$ cat src/rtl/ttcb_ram.sv
// ----------------------------------------------------------------------------
// ttcb_ram: generic simple dual-port RAM
// One write port and one read port, read data registered.
// ----------------------------------------------------------------------------
module ttcb_ram #(
   parameter int WIDTH = 8,
   parameter int DEPTH = 256
) (
   input  logic                     clock,
   input  logic                     wr_en,
   input  logic [$clog2(DEPTH)-1:0] wr_addr,
   input  logic [WIDTH-1:0]         wr_data,
   input  logic                     rd_en,
   input  logic [$clog2(DEPTH)-1:0] rd_addr,
   output logic [WIDTH-1:0]         rd_data
);

   logic [WIDTH-1:0] mem_ff [DEPTH];
   logic [WIDTH-1:0] rd_data_ff;

   // Write port
   always_ff @(posedge clock) begin
      if (wr_en) begin
         mem_ff[wr_addr] <= wr_data;
      end
   end

   // Registered read port
   always_ff @(posedge clock) begin
      if (rd_en) begin
         rd_data_ff <= mem_ff[rd_addr];
      end
   end

   assign rd_data = rd_data_ff;

endmodule

$ cat config.mk
export PLATFORM = sky130hd
export DESIGN_NAME = ttcb_ram
export DESIGN_NICKNAME = d
export VERILOG_FILES = /design/src/rtl/ttcb_ram.sv
export SDC_FILE = /design/constraint.sdc
export NUM_CORES = 2
export LEC_CHECK = 0
export BUFFER_PORTS_ARGS = -buffer_cell sky130_fd_sc_hd__buf_2
export CAP_MARGIN = 20
export CORE_MARGIN = 2
export CORE_UTILIZATION = 50
export DETAILED_ROUTE_END_ITERATION = 10
export PLACE_DENSITY = 0.78
export REMOVE_ABC_BUFFERS = 1
export SYNTH_ARGS = -nofsm -noshare
export SYNTH_HDL_FRONTEND = slang
export SYNTH_SLANG_ARGS = --single-unit
$ cat constraint.sdc
create_clock -name clock -period 2.1 [get_ports clock]
set_input_delay 0.105 -clock clock [delete_from_list [all_inputs] [get_ports clock]]
set_output_delay 0.105 -clock clock [all_outputs]
set_load 0.05 [all_outputs]
After elaboration in Yosys (flattened, before gate mapping)

Memory sizes are Yosys's and may differ from the RTL's. A register that Yosys moved wholly into a read port is not among the register bits.
Cells that the tools add are included.

Output and inout port bits: 8
Input port bits: 27
Logic and storage cells: 3
Register bits: 0
RAM bits: 2,048
Memories: 1

Muxes and demuxes: 2

Memories:

| name   | words | bits a word | read ports | clocked after Yosys merged registers in | wr ports | line | source |
|---|---|---|---|---|---|---|---|
| mem_ff | 256   | 8           | 1          | 1                                       | 1        | 18   | `logic [WIDTH-1:0] mem_ff [DEPTH];` |

Operators by type and width:

| kind   | number |
|---|---|
| $mux 1 | 2 |

Logic depth before layout (Yosys ltp)

Depth in word-level cells: 2
Mapped depth: 11
Gate-level depth less buffers: 6

Least setup slack after synthesis

No wires, ideal clock.

Path type: input port to flip-flop
Start: in rd_addr[0]
End: reg rd_data_ff[2], in the netlist rd_data[2] (read register of mem_ff) (data pin)
Path buffers: 4
Data required time: 1.831 ns
Library setup time: 0.269 ns
Arrival: 1.912 ns
Cell stages on the path: 9
Setup slack: -0.081 ns
Cell sequence: buf_6 buf_12 buf_8 buf_2 mux4_2 a22oi_1 a21oi_1 nor4_1 nor4_2

RTL lines:

| what            | line | source |
|---|---|---|
| start, declared | 14   | `input logic [$clog2(DEPTH)-1:0] rd_addr,` |
| end, declared   | 19   | `logic [WIDTH-1:0] rd_data_ff;` |

==> PnR_summary.wiki <==
{| class="wikitable"
! Metric !! Value
|-
| Final-report max-slew violation count || 0
|-
| Detailed-routing iteration count for the pre-antenna-repair pass || 7
|-
| Adder and majority cell fraction of the synthesized area || 0%
|-
| Met1 usage in global routing || about 34%
|-
| Crit. End Element || register
|-
| Largest family of logic cells by synthesized area || multiplexers
|-
| R2R depth || 7
|-
| Total power consumption of the routed design || roughly 84000 µW
|-
| Post-Place Worst Slack || -1.17 ns
|-
| Share of the synthesized netlist area taken by xor and xnor gates || 0%
|-
| Max_cap viols || 0
|-
| Reported leakage power || approximately 0.030 µW
|-
| Maximum number of pins on one net before global-route repair || around 130
|-
| Min Tclk post-route || about 2.4 ns
|-
| Power density of the placed cells || around 900 nW/µm²
|-
| Number of enable-type register cells in the synthesized netlist || 2056
|-
| Total global-route track usage || 25.2%
|-
| Full die area || 162000 µm²
|-
| Sinks on the clock net || 2056
|-
| Row cnt || roughly 150
|-
| First-pass GRT wire length || between 200 and 300 mm
|-
| Postcts setup bufs || 0
|-
| Ys Warns || 0
|-
| Number of global-route vias before repair || around 43000
|-
| Start of the worst register-to-register path || mem_ff[136][4]
|-
| Worst hold path class || input pin to register
|-
| NumNets Final || around 4400
|-
| Detail-routed net length per standard cell || slightly above 30 µm
|-
| Worst hold path cell count || 4
|-
| Die extent in x || roughly 400 µm
|-
| Htree depth || 4
|-
| Register bit count reported by yosys || 2056
|-
| Fraction of the yosys area taken by sequential cells || between 70 and 80%
|-
| Ports || 35
|-
| Commonest non-fill, non-tap cell in the layout || edfxtp_1
|-
| Top flip-flop cell by instance count after synthesis || edfxtp_1
|-
| Mux share of post-synthesis cell area || 14.6%
|-
| Post-synthesis instance area || about 80000 µm²
|-
| Total count of hold-check failures in the final report || 0
|-
| DRC errors left || 0
|-
| Synth async-reset ratio || 0%
|-
| Post-synthesis share of cell area spent on and, or, nand and nor gates || 2.63%
|-
| CTS tree || done
|-
| Startpoint kind of the worst setup timing path || register
|-
| Drt first-iter violations || approximately 7000
|-
| Max Buffers Root-to-Sink || 3
|-
| Gr ovfl total || 0
|-
| Starting density of the core || 50.3%
|-
| Cell variety after synth || between 50 and 60
|-
| Achievable clock frequency || approximately 400 MHz
|-
| Crit path DAT || 3.02 ns
|-
| Violations in the final reports || setup timing
|-
| Slew at the pin with the worst max-slew slack || just over 0.8 ns
|-
| Setup ws final || -0.342 ns
|-
| VDD IR-drop max || between 0.8 and 0.9 mV
|-
| Number of antenna violations at the first check in global routing || 8
|-
| Number of buffers added on ports || 34
|-
| Global routing's busiest layer || met2
|-
| Remaining antenna violation count after routing || 0
|-
| Met2 demand-to-capacity share in global routing || about two fifths
|-
| Sum of routed wire length over all layers || slightly above 200 mm
|-
| Complex-gate fraction of the synthesized area || 3.42%
|-
| Num CTS Buffers || roughly 190
|-
| Final worst path period share || 116%
|-
| Total setup violations reported at the end of the flow || 8
|-
| Top library cells by usage in the layout, fill and taps aside || edfxtp_1, buf_4, mux4_2, nor2_1, clkbuf_16
|-
| Cell at the root of the clock tree || clkbuf_16
|-
| Clock-pin slew on the worst setup and hold paths || ~0.07 ns
|-
| M3 GR Usage || between 5 and 6%
|-
| Unrepaired setup endpoints after global routing || true
|-
| Register-to-Register Setup Slack || -0.34 ns
|-
| Highest fanout seen on the critical path || 1
|-
| Final cell utilization of the core || between 50% and 60%
|-
| Vertical die dimension || 403 µm
|-
| Routed via count divided by cell count || between 6 and 7
|-
| Synthesis-to-finish area growth || 17.9%
|-
| Min-delay src || wr_addr[7]
|-
| Post-Route Setup TNS || -2.19 ns
|-
| Critical path class || register to register
|-
| Capturing point of the worst reg2reg path || rd_data[4]
|-
| Setup clock skew after layout || 0.0452 ns
|-
| Outcome || finished with violations
|-
| Number of cells produced by synthesis || 3733
|-
| Synthesized area divided by synthesized cell count || around 21 µm²
|-
| Detail Placement HPWL || ~130 mm
|-
| Core Footprint || 158000 µm²
|-
| GPL Wtd Cong || between 0.9 and 1
|-
| Total via count after detailed routing || around 43000
|-
| Share of cells above drive strength 1 || about a third
|-
| Worst path required time || between 2 and 3 ns
|-
| End point of the worst hold path || mem_ff[227][7]
|-
| Clock latency on the worst-skew pair || 0.83 ns
|-
| Normalized max-slew margin || between 40 and 50%
|}
-- worst max path at each step --
stage                         from          to  slack, ns  cells after the start
detailed placement      rd_addr[0]  rd_data[5]      -1.17                      9
CTS                 mem_ff[143][2]  rd_data[2]      -0.31                      7
global placement        rd_addr[0]  rd_data[5]      -1.21                      9
floorplan               rd_addr[2]  rd_data[6]      -0.50                      6
finish              mem_ff[136][4]  rd_data[4]      -0.34                      7
global route        mem_ff[142][7]  rd_data[7]      -0.34                      7
-- worst max-delay path, cell delays in order, from the launching register on --
cell and delay [ns]:
edfxtp_1 0.40, mux4_2 0.53, mux4_2 0.54, nor2_4 0.15
a2111oi_4 0.05, nor3_4 0.32, buf_6 0.15, nor4_2 0.03
-- power by group --
part / leakage, µW / total, µW / internal, µW / switching [µW]
Clock: 0.00295 / 33800 / 19000 / 14800
Combinational: 0.00894 / 4960 / 2000 / 2960
Sequential: 0.0185 / 45300 / 45200 / 59.0
Total: 0.0304 / 84100 / 66200 / 17900
-- per-stage QoR --
step / instance area, µm² / cells / hold WS [ns]
after detailed placement: 87300 / 6284 / 0.569
after global routing: 93900 / 6647 / 0.0780
after CTS: 93800 / 6647 / 0.00762
final: 93900 / 6648 / 0.0619
after floorplan: 78200 / 3500 / 0.204
after global placement: 87300 / 6284 / 0.578
-- synthesized netlist by cell type, types with 3 or more instances --
cell type | number | share of area (%)
nand4_1 | 10 | 0.079
a211oi_1 | 16 | 0.15
buf_4 | 27 | 0.25
o22a_1 | 5 | 0.055
buf_6 | 21 | 0.30
nand3_1 | 34 | 0.21
nor3_1 | 22 | 0.14
o22ai_1 | 28 | 0.22
buf_2 | 31 | 0.19
mux4_2 | 454 | 13
edfxtp_1 | 2056 | 78
o21ai_0 | 10 | 0.063
o221ai_1 | 46 | 0.51
a21oi_1 | 96 | 0.60
nand2b_1 | 8 | 0.063
o211ai_1 | 10 | 0.094
nor2b_1 | 31 | 0.24
o32ai_1 | 4 | 0.044
buf_12 | 8 | 0.20
nor4_2 | 3 | 0.047
buf_1 | 22 | 0.10
and2_1 | 6 | 0.047
mux2i_1 | 134 | 1.7
nor2_1 | 282 | 1.3
or2_2 | 4 | 0.031
a22o_1 | 8 | 0.088
nand2_1 | 33 | 0.16
a221oi_1 | 13 | 0.14
buf_8 | 13 | 0.25
clkbuf_1 | 111 | 0.52
a22oi_1 | 133 | 1.3
nor4_1 | 24 | 0.19
-- flip-flops by register name, summed over array words and instances (netlist names) --
| register | count |
|---|---|
| rd_data | 8 |
| mem_ff | 2048 |
-- layer usage --
layer  share of wire, %  vias up
met4                4.4        8
met3                 12      535
met5              0.024        -
met2                 49     3081
met1                 35    21887
li1                   -    17055
-- cells by family after synthesis --
group	after synthesis
flops	2056
mux	591
simple gates	466
compound gates	385
buf+inv	235
-- final cells by class --
cell class | count | area [µm²]
multi-input cells | 1442 | 16800
flip-flops and latches | 2056 | 61700
inverters | 2 | 7.51
clock inverters | 114 | 1050
well taps | 2072 | 2590
repair buffers | 728 | 6670
diodes | 1 | 2.50
clock buffers | 233 | 5020
fillers | 10453 | 64300
-- repair_timing --
item,CTS,global route
endpoints found under the setup margin,8,14
endpoints found under the hold margin,566,0
hold buffers,17,0
gates resized for setup,44,20
pin swaps,18,14
Note: power is estimated with default switching activity, not from simulation.
